<file path="config.mk">
export PLATFORM = sky130hd
export DESIGN_NAME = http_request_head_tokenizer
export DESIGN_NICKNAME = d
export VERILOG_FILES = /design/src/hdl/hrht_pkg.sv /design/src/hdl/http_request_head_tokenizer.sv
export VERILOG_INCLUDE_DIRS = /design/src /design/src/hdl
export SDC_FILE = /design/constraint.sdc
export NUM_CORES = 1
export LEC_CHECK = 0
export ABC_AREA = 1
export BUFFER_PORTS_ARGS = -buffer_cell sky130_fd_sc_hd__buf_2
export CAP_MARGIN = 10
export CORE_MARGIN = 2
export CORE_UTILIZATION = 30
export DETAILED_ROUTE_END_ITERATION = 10
export PLACE_DENSITY = 0.52
export SYNTH_ARGS = -nofsm -noshare
export SYNTH_HDL_FRONTEND = slang
export SYNTH_SLANG_ARGS = --single-unit
</file>
<file path="constraint.sdc">
create_clock -name clk -period 4.9 [get_ports clk]
set_input_delay 0.49 -clock clk [delete_from_list [all_inputs] [get_ports clk]]
set_output_delay 0.49 -clock clk [all_outputs]
set_load 0.005 [all_outputs]
</file>
<file path="src/hdl/http_request_head_tokenizer_macros.svh">
// ----------------------------------------------------------------------------
// http request head tokenizer assertion macros
// shared concurrent check forms for the tokenizer rtl
// ----------------------------------------------------------------------------
`ifndef HTTP_REQUEST_HEAD_TOKENIZER_MACROS_SVH
`define HTTP_REQUEST_HEAD_TOKENIZER_MACROS_SVH

// check that is skipped while reset is asserted
`define HRHT_ASSERT(name, prop, msg) \
    name: assert property (@(posedge clk) disable iff (!rst_n) prop) else $error(msg);

// check that also holds during reset
`define HRHT_ASSERT_ALWAYS(name, prop, msg) \
    name: assert property (@(posedge clk) prop) else $error(msg);

`endif

</file>
<file path="src/hdl/hrht_pkg.sv">
// ----------------------------------------------------------------------------
// hrht_pkg
// types and constants of the http request head tokenizer
// ----------------------------------------------------------------------------
`default_nettype none

package hrht_pkg;

    typedef enum logic [2:0] {
        PH_METHOD   = 3'd0,
        PH_PATH     = 3'd1,
        PH_QUERY    = 3'd2,
        PH_PROTOCOL = 3'd3,
        PH_KEY      = 3'd4,
        PH_VALUE    = 3'd5,
        PH_DONE     = 3'd6
    } phase_t;

    // token kinds
    localparam logic [2:0] K_METHOD   = 3'd0;
    localparam logic [2:0] K_PATH     = 3'd1;
    localparam logic [2:0] K_QUERY    = 3'd2;
    localparam logic [2:0] K_PROTOCOL = 3'd3;
    localparam logic [2:0] K_KEY      = 3'd4;
    localparam logic [2:0] K_VALUE    = 3'd5;
    localparam logic [2:0] K_LINE_END = 3'd6;
    localparam logic [2:0] K_STATUS   = 3'd7;

    // head status codes
    localparam logic [2:0] ST_OK                = 3'd0;
    localparam logic [2:0] ST_NO_START_NEWLINE  = 3'd1;
    localparam logic [2:0] ST_NO_START_SPACE    = 3'd2;
    localparam logic [2:0] ST_NO_HEADER_NEWLINE = 3'd3;
    localparam logic [2:0] ST_NO_COLON          = 3'd4;

    // characters
    localparam logic [7:0] CH_CR    = 8'h0d;
    localparam logic [7:0] CH_LF    = 8'h0a;
    localparam logic [7:0] CH_SP    = 8'h20;
    localparam logic [7:0] CH_QMARK = 8'h3f;
    localparam logic [7:0] CH_COLON = 8'h3a;

    // result queue
    localparam int FIFO_DEPTH = 4;
    localparam int FIFO_AW    = 2;
    localparam int FIFO_CW    = 3;

    typedef struct packed {
        logic [7:0] head_byte;
        logic       end_of_head;
    } in_item_t;

    typedef struct packed {
        logic [2:0] token_kind;
        logic [7:0] token_char;
        logic       token_first;
        logic [2:0] head_status;
        logic       head_done;
    } out_item_t;

    typedef struct packed {
        phase_t parse_phase;
        logic   token_has_char;
        logic   line_has_char;
        logic   query_seen;
    } parse_state_t;

endpackage

`default_nettype wire

</file>
<file path="src/hdl/http_request_head_tokenizer.sv">
// ----------------------------------------------------------------------------
// http_request_head_tokenizer
// tags each byte of an http request head with its token kind
// ----------------------------------------------------------------------------
//
//  channel  | direction | handshake               | item
//  ---------+-----------+-------------------------+---------------------------
//  byte     | in        | byte_valid / byte_stall | head_byte, end_of_head
//  token    | out       | token_valid/token_stall | kind, char, first, status
//
//  a byte is held in the input register, then parsed combinationally, and
//  its 0 to 3 token items enter a four-entry result queue
//  one token item leaves per cycle while token_stall is low, so the byte rate is
//  one per cycle while bytes give at most one item each, and bytes giving more
//  stall the byte side until the queue drains (the queue output port sets this)
//  a byte is parsed only when the queue holds at most one item
//  asynchronous active-low reset clears the parse state and empties the queue
//  token_stall never reaches byte_stall in the same cycle
//
`default_nettype none

`include "http_request_head_tokenizer_macros.svh"

module http_request_head_tokenizer
    import hrht_pkg::*;
(
    input  wire logic      clk,
    input  wire logic      rst_n,
    input  wire logic      byte_valid,
    output logic           byte_stall,
    input  wire in_item_t  byte_item,
    output logic           token_valid,
    input  wire logic      token_stall,
    output out_item_t      token_item
);

    // result of feeding one content character through the parser
    typedef struct packed {
        parse_state_t st;
        logic         hit;
        logic [2:0]   kind;
        logic [7:0]   ch;
        logic         first;
    } content_res_t;

    function automatic logic [7:0] to_upper(logic [7:0] c);
        return (c >= 8'h61 && c <= 8'h7a) ? c - 8'd32 : c;
    endfunction

    function automatic logic [7:0] to_lower(logic [7:0] c);
        return (c >= 8'h41 && c <= 8'h5a) ? c + 8'd32 : c;
    endfunction

    function automatic out_item_t mk_item(logic [2:0] kind, logic [7:0] ch, logic first,
                                          logic [2:0] status, logic done);
        out_item_t it;
        it.token_kind  = kind;
        it.token_char  = ch;
        it.token_first = first;
        it.head_status = status;
        it.head_done   = done;
        return it;
    endfunction

    // one content character: phase move or one tagged character
    function automatic content_res_t content_fn(parse_state_t s, logic [7:0] c);
        content_res_t r;
        r.st    = s;
        r.hit   = 1'b0;
        r.kind  = K_METHOD;
        r.ch    = c;
        r.first = 1'b0;
        case (s.parse_phase)
            PH_METHOD:
            begin
                if (c == CH_SP)
                begin
                    r.st.parse_phase    = PH_PATH;
                    r.st.token_has_char = 1'b0;
                end
                else
                begin
                    r.hit  = 1'b1;
                    r.kind = K_METHOD;
                    r.ch   = to_upper(c);
                end
            end
            PH_PATH:
            begin
                if (c == CH_SP)
                begin
                    r.st.parse_phase    = PH_PROTOCOL;
                    r.st.token_has_char = 1'b0;
                end
                else if (c == CH_QMARK && s.token_has_char && !s.query_seen)
                begin
                    // query starts and keeps its marker
                    r.st.parse_phase    = PH_QUERY;
                    r.st.query_seen     = 1'b1;
                    r.st.token_has_char = 1'b0;
                    r.hit               = 1'b1;
                    r.kind              = K_QUERY;
                end
                else
                begin
                    if (c == CH_QMARK)
                    begin
                        r.st.query_seen = 1'b1;
                    end
                    r.hit  = 1'b1;
                    r.kind = K_PATH;
                end
            end
            PH_QUERY:
            begin
                if (c == CH_SP)
                begin
                    r.st.parse_phase    = PH_PROTOCOL;
                    r.st.token_has_char = 1'b0;
                end
                else
                begin
                    r.hit  = 1'b1;
                    r.kind = K_QUERY;
                end
            end
            PH_PROTOCOL:
            begin
                r.hit  = 1'b1;
                r.kind = K_PROTOCOL;
                r.ch   = to_upper(c);
            end
            PH_KEY:
            begin
                r.st.line_has_char = 1'b1;
                if (c == CH_COLON)
                begin
                    r.st.parse_phase    = PH_VALUE;
                    r.st.token_has_char = 1'b0;
                end
                else
                begin
                    r.hit  = 1'b1;
                    r.kind = K_KEY;
                    r.ch   = to_lower(c);
                end
            end
            PH_VALUE:
            begin
                r.st.line_has_char = 1'b1;
                r.hit              = 1'b1;
                r.kind             = K_VALUE;
            end
            default:
            begin
                r.hit = 1'b0;
            end
        endcase
        if (r.hit)
        begin
            r.first             = ~r.st.token_has_char;
            r.st.token_has_char = 1'b1;
        end
        return r;
    endfunction

    localparam parse_state_t STATE_RESET = '{
        parse_phase:    PH_METHOD,
        token_has_char: 1'b0,
        line_has_char:  1'b0,
        query_seen:     1'b0
    };

    // input register
    logic     in_vld_reg;
    in_item_t in_data_reg;

    // parse state
    parse_state_t state_reg, state_next;
    logic         cr_pending_reg, cr_pending_next;

    // result queue
    out_item_t            fifo_reg [FIFO_DEPTH];
    logic [FIFO_AW-1:0]   wr_ptr_reg;
    logic [FIFO_AW-1:0]   rd_ptr_reg;
    logic [FIFO_CW-1:0]   cnt_reg, cnt_next;

    logic         consume;
    logic         pop;
    logic [1:0]   n_res;
    out_item_t    res_list [3];
    content_res_t cr_a, cr_b;
    logic [7:0]   c;

    // parse only when the queue has room for the worst case of three items
    assign consume    = in_vld_reg && (cnt_reg <= FIFO_CW'(FIFO_DEPTH - 3));
    assign byte_stall = in_vld_reg && !consume;
    assign pop        = token_valid && !token_stall;

    assign token_valid = (cnt_reg != '0);
    assign token_item  = fifo_reg[rd_ptr_reg];

    always_ff @(posedge clk or negedge rst_n)
    begin
        if (!rst_n)
        begin
            in_vld_reg <= 1'b0;
        end
        else if (!byte_stall)
        begin
            in_vld_reg <= byte_valid;
        end
    end

    always_ff @(posedge clk)
    begin
        if (byte_valid && !byte_stall)
        begin
            in_data_reg <= byte_item;
        end
    end

    // step logic: a held cr, the byte itself, then end of head
    assign c = in_data_reg.head_byte;

    always_comb
    begin
        state_next      = state_reg;
        cr_pending_next = cr_pending_reg;
        n_res           = 2'd0;
        res_list[0]     = '0;
        res_list[1]     = '0;
        res_list[2]     = '0;
        cr_a            = content_fn(state_reg, CH_CR);
        cr_b            = content_fn(state_reg, c);

        if (state_reg.parse_phase != PH_DONE)
        begin
            if (cr_pending_reg)
            begin
                cr_pending_next = 1'b0;
                if (c == CH_LF)
                begin
                    // line end
                    case (state_reg.parse_phase)
                        PH_METHOD, PH_PATH, PH_QUERY:
                        begin
                            res_list[0] = mk_item(K_STATUS, 8'd0, 1'b0, ST_NO_START_SPACE, 1'b1);
                            n_res       = 2'd1;
                            state_next.parse_phase = PH_DONE;
                        end
                        PH_PROTOCOL, PH_VALUE:
                        begin
                            res_list[0] = mk_item(K_LINE_END, 8'd0, 1'b0, ST_OK, 1'b0);
                            n_res       = 2'd1;
                            state_next.parse_phase    = PH_KEY;
                            state_next.token_has_char = 1'b0;
                            state_next.line_has_char  = 1'b0;
                            state_next.query_seen     = 1'b0;
                        end
                        PH_KEY:
                        begin
                            if (!state_reg.line_has_char)
                            begin
                                // empty line: head complete
                                res_list[0] = mk_item(K_LINE_END, 8'd0, 1'b0, ST_OK, 1'b0);
                                res_list[1] = mk_item(K_STATUS, 8'd0, 1'b0, ST_OK, 1'b1);
                                n_res       = 2'd2;
                            end
                            else
                            begin
                                res_list[0] = mk_item(K_STATUS, 8'd0, 1'b0, ST_NO_COLON, 1'b1);
                                n_res       = 2'd1;
                            end
                            state_next.parse_phase = PH_DONE;
                        end
                        default:
                        begin
                            n_res = 2'd0;
                        end
                    endcase
                end
                else
                begin
                    // lone cr goes out as content ahead of this byte
                    state_next = cr_a.st;
                    if (cr_a.hit)
                    begin
                        res_list[0] = mk_item(cr_a.kind, cr_a.ch, cr_a.first, ST_OK, 1'b0);
                        n_res       = 2'd1;
                    end
                    if (c == CH_CR)
                    begin
                        cr_pending_next = 1'b1;
                    end
                    else
                    begin
                        cr_b       = content_fn(cr_a.st, c);
                        state_next = cr_b.st;
                        if (cr_b.hit)
                        begin
                            res_list[n_res] = mk_item(cr_b.kind, cr_b.ch, cr_b.first,
                                                      ST_OK, 1'b0);
                            n_res           = n_res + 2'd1;
                        end
                    end
                end
            end
            else if (c == CH_CR)
            begin
                cr_pending_next = 1'b1;
            end
            else
            begin
                state_next = cr_b.st;
                if (cr_b.hit)
                begin
                    res_list[0] = mk_item(cr_b.kind, cr_b.ch, cr_b.first, ST_OK, 1'b0);
                    n_res       = 2'd1;
                end
            end
        end

        if (in_data_reg.end_of_head)
        begin
            // early end reports which line was left open
            if (state_next.parse_phase != PH_DONE)
            begin
                res_list[n_res] = mk_item(K_STATUS, 8'd0, 1'b0,
                    (state_next.parse_phase <= PH_PROTOCOL) ? ST_NO_START_NEWLINE
                                                            : ST_NO_HEADER_NEWLINE,
                    1'b1);
                n_res           = n_res + 2'd1;
            end
            state_next      = STATE_RESET;
            cr_pending_next = 1'b0;
        end
    end

    always_ff @(posedge clk or negedge rst_n)
    begin
        if (!rst_n)
        begin
            state_reg      <= STATE_RESET;
            cr_pending_reg <= 1'b0;
        end
        else if (consume)
        begin
            state_reg      <= state_next;
            cr_pending_reg <= cr_pending_next;
        end
    end

    // queue pointers and fill count
    always_comb
    begin
        cnt_next = cnt_reg;
        if (consume)
        begin
            cnt_next = FIFO_CW'(cnt_next + FIFO_CW'(n_res));
        end
        if (pop)
        begin
            cnt_next = FIFO_CW'(cnt_next - FIFO_CW'(1));
        end
    end

    always_ff @(posedge clk or negedge rst_n)
    begin
        if (!rst_n)
        begin
            wr_ptr_reg <= '0;
            rd_ptr_reg <= '0;
            cnt_reg    <= '0;
        end
        else
        begin
            cnt_reg <= cnt_next;
            if (consume)
            begin
                wr_ptr_reg <= FIFO_AW'(wr_ptr_reg + FIFO_AW'(n_res));
            end
            if (pop)
            begin
                rd_ptr_reg <= FIFO_AW'(rd_ptr_reg + FIFO_AW'(1));
            end
        end
    end

    always_ff @(posedge clk)
    begin
        for (int i = 0; i < 3; i++)
        begin
            if (consume && (i < int'(n_res)))
            begin
                fifo_reg[FIFO_AW'(wr_ptr_reg + FIFO_AW'(i))] <= res_list[i];
            end
        end
    end

    // checks
    `HRHT_ASSERT_ALWAYS(a_reset_empty, !rst_n |=> (cnt_reg == '0 && !in_vld_reg),
        "reset did not empty the block")
    `HRHT_ASSERT(a_fifo_bound, (cnt_reg <= FIFO_CW'(FIFO_DEPTH)), "result queue overflow")
    `HRHT_ASSERT(a_end_restarts,
        (consume && in_data_reg.end_of_head) |=>
            (state_reg.parse_phase == PH_METHOD && !cr_pending_reg),
        "end of head did not restart parsing")
    `HRHT_ASSERT(a_no_grow_idle, !consume |=> (cnt_reg <= $past(cnt_reg)),
        "queue grew without a parsed byte")
    `HRHT_ASSERT(a_done_silent,
        (consume && state_reg.parse_phase == PH_DONE && !in_data_reg.end_of_head)
            |-> (n_res == 2'd0),
        "items produced after head finished")

endmodule

`default_nettype wire

</file>
==> impl_metrics.tcl <==
set metrics [dict create \
    ys_warn_count 0 \
    required_ns 5.15 \
    grtUsageTotal_pct 16.8 \
    finalHoldViolations 0 \
    drc 0 \
    ys_seq_elements 88 \
    ys.flop_type "edfxtp_1" \
    min_period_ns 4.05 \
    num-nets-final 836 \
    drv_cap 0 \
    slew_headroom_pct 32.5 \
    synth.distinct_cells 49 \
    regToRegSetupSlack_ns 0.85 \
    grt_max_degree 35 \
    area_growth_pct 12.6 \
    tightest_slew_ns 1.01 \
    critPathBufInv 4 \
    fin_total_pwr_mw 3.02 \
    cts_setup_buffers 0 \
    largest_reg_flops 64 \
    cts.sinks 88 \
    netlist_area_mm2 0.00600 \
    antenna_found_initial 0 \
    syn_inst 784 \
    syn_nets 809 \
    synth_enable_flop_cells 73 \
    met1_usage_pct 24.5 \
    ir_drop_v 0.000174 \
    final_layout_size_suffix_gt1_share_pct 13.2 \
    crit_chain "nor2_1, inv_2, nor2_2, inv_2, a21oi_1, inv_2, o211ai_2, ha_1, nor2_1, o21ai_0, nand2_1, nand2_2, inv_1, ha_1, nand3b_2, nand2_4, fa_1, a21oi_1, ha_1, nand2_1, xor2_1" \
    netlist_top_cells_area "edfxtp_1 37%, nand2_1 15%, o21ai_0 6.8%" \
    ant_nets 0 \
    placementRows 51 \
    grt_pass1_wl_um 28200 \
    clockBufferDepth 2 \
    dr.pass1.iters 5 \
    r2r-start "cr_a[16]" \
    seq_area_frac_synth_pct 42.8 \
    setup-violations-final 0 \
    grt_pass1_vias 4963 \
    post_cts_resized 0 \
    die_h_um 145 \
    crit_family "adder cells" \
    clock-root-buffer "clkbuf_16" \
    multi_input_area_mm2 0.00304 \
    grt_most_used_layer "met2" \
    cts-hold-fix-buffers 0 \
    timing.final.crit_share_pct 82.7 \
    worst_clock_skew_ns 0.00986 \
    path_clk_slew_ns 0.08 \
    arrival_ns 4.30 \
    postPlaceCellArea_mm2 0.00643 \
    syn_area_per_cell_um2 7.65 \
    worstSkewPairLatency_ns 0.36 \
    core-area_mm2 0.0195 \
    die-width_um 145 \
    final_area_mm2 0.00676 \
    cp_max_fo 20 \
    start_util_pct 30.7 \
    cts_tree "yes" \
    async_reset_ff_share_pct 17.0 \
    grt_overflow_total 0 \
    grt_use_met2_pct 26.3 \
    drtIter0Drc 477 \
    cp-start-kind "flop" \
    cts_made_buffers 9 \
    status "completed" \
    ios 31 \
    numPortBuffers 30 \
    viasPerCell 4.92 \
    end_kind "flop" \
    die_area_mm2 0.0211 \
    n_antenna_cell 0 \
    synth.largest_area_cell "edfxtp_1" \
    crit_type "flop to flop" \
    gp_congestion 0.950 \
    slowest_stage "fa_1" \
    fill_cells 2103 \
    r2r-end "cnt_reg[2]" \
    via_count 5317 \
    max_stage_delay_ns 0.46 \
    routed_wl_um 17500 \
    hold_class "input port to async pin" \
    grt_setup_unrepaired "no" \
    dpl.hpwl_um 13200 \
    fin_setup_tns_ns 0 \
    fmax_mhz 247 \
    synth.top_cell.area_share_pct 36.6 \
    grt_util_met3_pct 3.20 \
    whs_ns 0.0493 \
    register_area_mm2 0.00257 \
    slew_viol_final 0 \
    htree_levels 3 \
    drt-wirelength-per-cell_um 16.2 \
    rr_worst_depth 21 \
    p_per_area_mw_per_mm2 448 \
    leakage_nw 3.03 \
]
[power breakdown]
| group | switching, mW | internal (mW) | leakage (nW) |
|---|---|---|---|
| clock | 0.320 | 0.453 | 0.158 |
| combinational | 0.792 | 0.359 | 2.01 |
| sequential | 0.0979 | 1.00 | 0.861 |
| total | 1.21 | 1.81 | 3.03 |
[cell families after synthesis]
| kind of cell | Yosys count | share of synthesized area, % |
|---|---|---|
| muxes | 1 | 0.167 |
| DFF | 88 | 42.8 |
| buffers and inverters | 92 | 6.68 |
| AOI/OAI and AO/OA | 147 | 13.5 |
| adders and majority gates | 12 | 2.63 |
| xor gates and xnor gates | 4 | 0.584 |
| and+or+nand+nor | 440 | 33.6 |
[worst max path at each step]
stage                       to  cells after the start  startpoint  slack (ns)
floorplan           cnt_reg[2]                     21        c[6]        1.10
global placement    cnt_reg[2]                     21    cr_a[16]        0.93
global route        cnt_reg[2]                     21    cr_a[16]        0.45
CTS                 cnt_reg[2]                     21    cr_a[16]        0.84
detailed placement  cnt_reg[2]                     21    cr_a[16]        0.86
finish              cnt_reg[2]                     21    cr_a[16]        0.85
[metrics by stage]
| stage | utilization, % | worst slack (ns) | std cells |
|---|---|---|---|
| 2_1_floorplan | - | 1.10 | 784 |
| 5_1_grt | 34.6 | 0.454 | 1081 |
| 3_5_place_dp | 32.9 | 0.858 | 1065 |
| 4_1_cts | 34.6 | 0.844 | 1081 |
| 6_report | 34.6 | 0.847 | 1081 |
| 3_3_place_gp | 32.9 | 0.927 | 1065 |
[layout by cell type (no fill, tap or decap), drive strengths merged, types with 17 or more instances in the layout]
| cell | synthesis | routed |
|---|---|---|
| nand3 | 25 | 25 |
| o22ai | 22 | 22 |
| o21ai | 92 | 92 |
| buf | 16 | 42 |
| nand4 | 35 | 35 |
| a21oi | 17 | 17 |
| edfxtp | 73 | 73 |
| inv | 64 | 67 |
| nand2 | 254 | 254 |
| nor2 | 113 | 113 |
[synthesized netlist by cell type, types with 2 or more instances]
cell type / count
a21oi_1: 17
a31oi_1: 2
buf_1: 3
buf_2: 8
buf_4: 2
buf_6: 2
clkbuf_1: 9
clkinv_1: 2
dfrtp_1: 15
edfxtp_1: 73
ha_1: 11
inv_1: 51
inv_2: 11
inv_4: 2
nand2_1: 239
nand2_2: 8
nand2_4: 6
nand3_1: 24
nand3b_1: 2
nand4_1: 27
nand4_2: 4
nand4_4: 4
nor2_1: 104
nor2_2: 6
nor2_4: 3
nor3_1: 7
o211ai_1: 4
o21a_1: 2
o21ai_0: 81
o21ai_1: 11
o22ai_1: 22
o32ai_1: 2
xor2_1: 4
[area by class of cell]
| cell class | count | area share [%] |
|---|---|---|
| tap | 265 | 4.91 |
| sequential | 88 | 38.0 |
| inverter | 66 | 3.74 |
| multi-input combinational | 604 | 45.0 |
| clock buffer | 9 | 3.33 |
| timing repair buffer | 42 | 3.56 |
| clock inverter | 7 | 1.50 |
[metal layers]
layer | vias to the layer above | share of wire [%] | routed length, um
met5 | - | 0 | 0
met4 | 0 | 1.2 | 218
met3 | 14 | 5.6 | 979
met2 | 142 | 45 | 7820
met1 | 2449 | 48 | 8460
li1 | 2712 | - | -
Note: power is estimated with default switching activity, not from simulation.
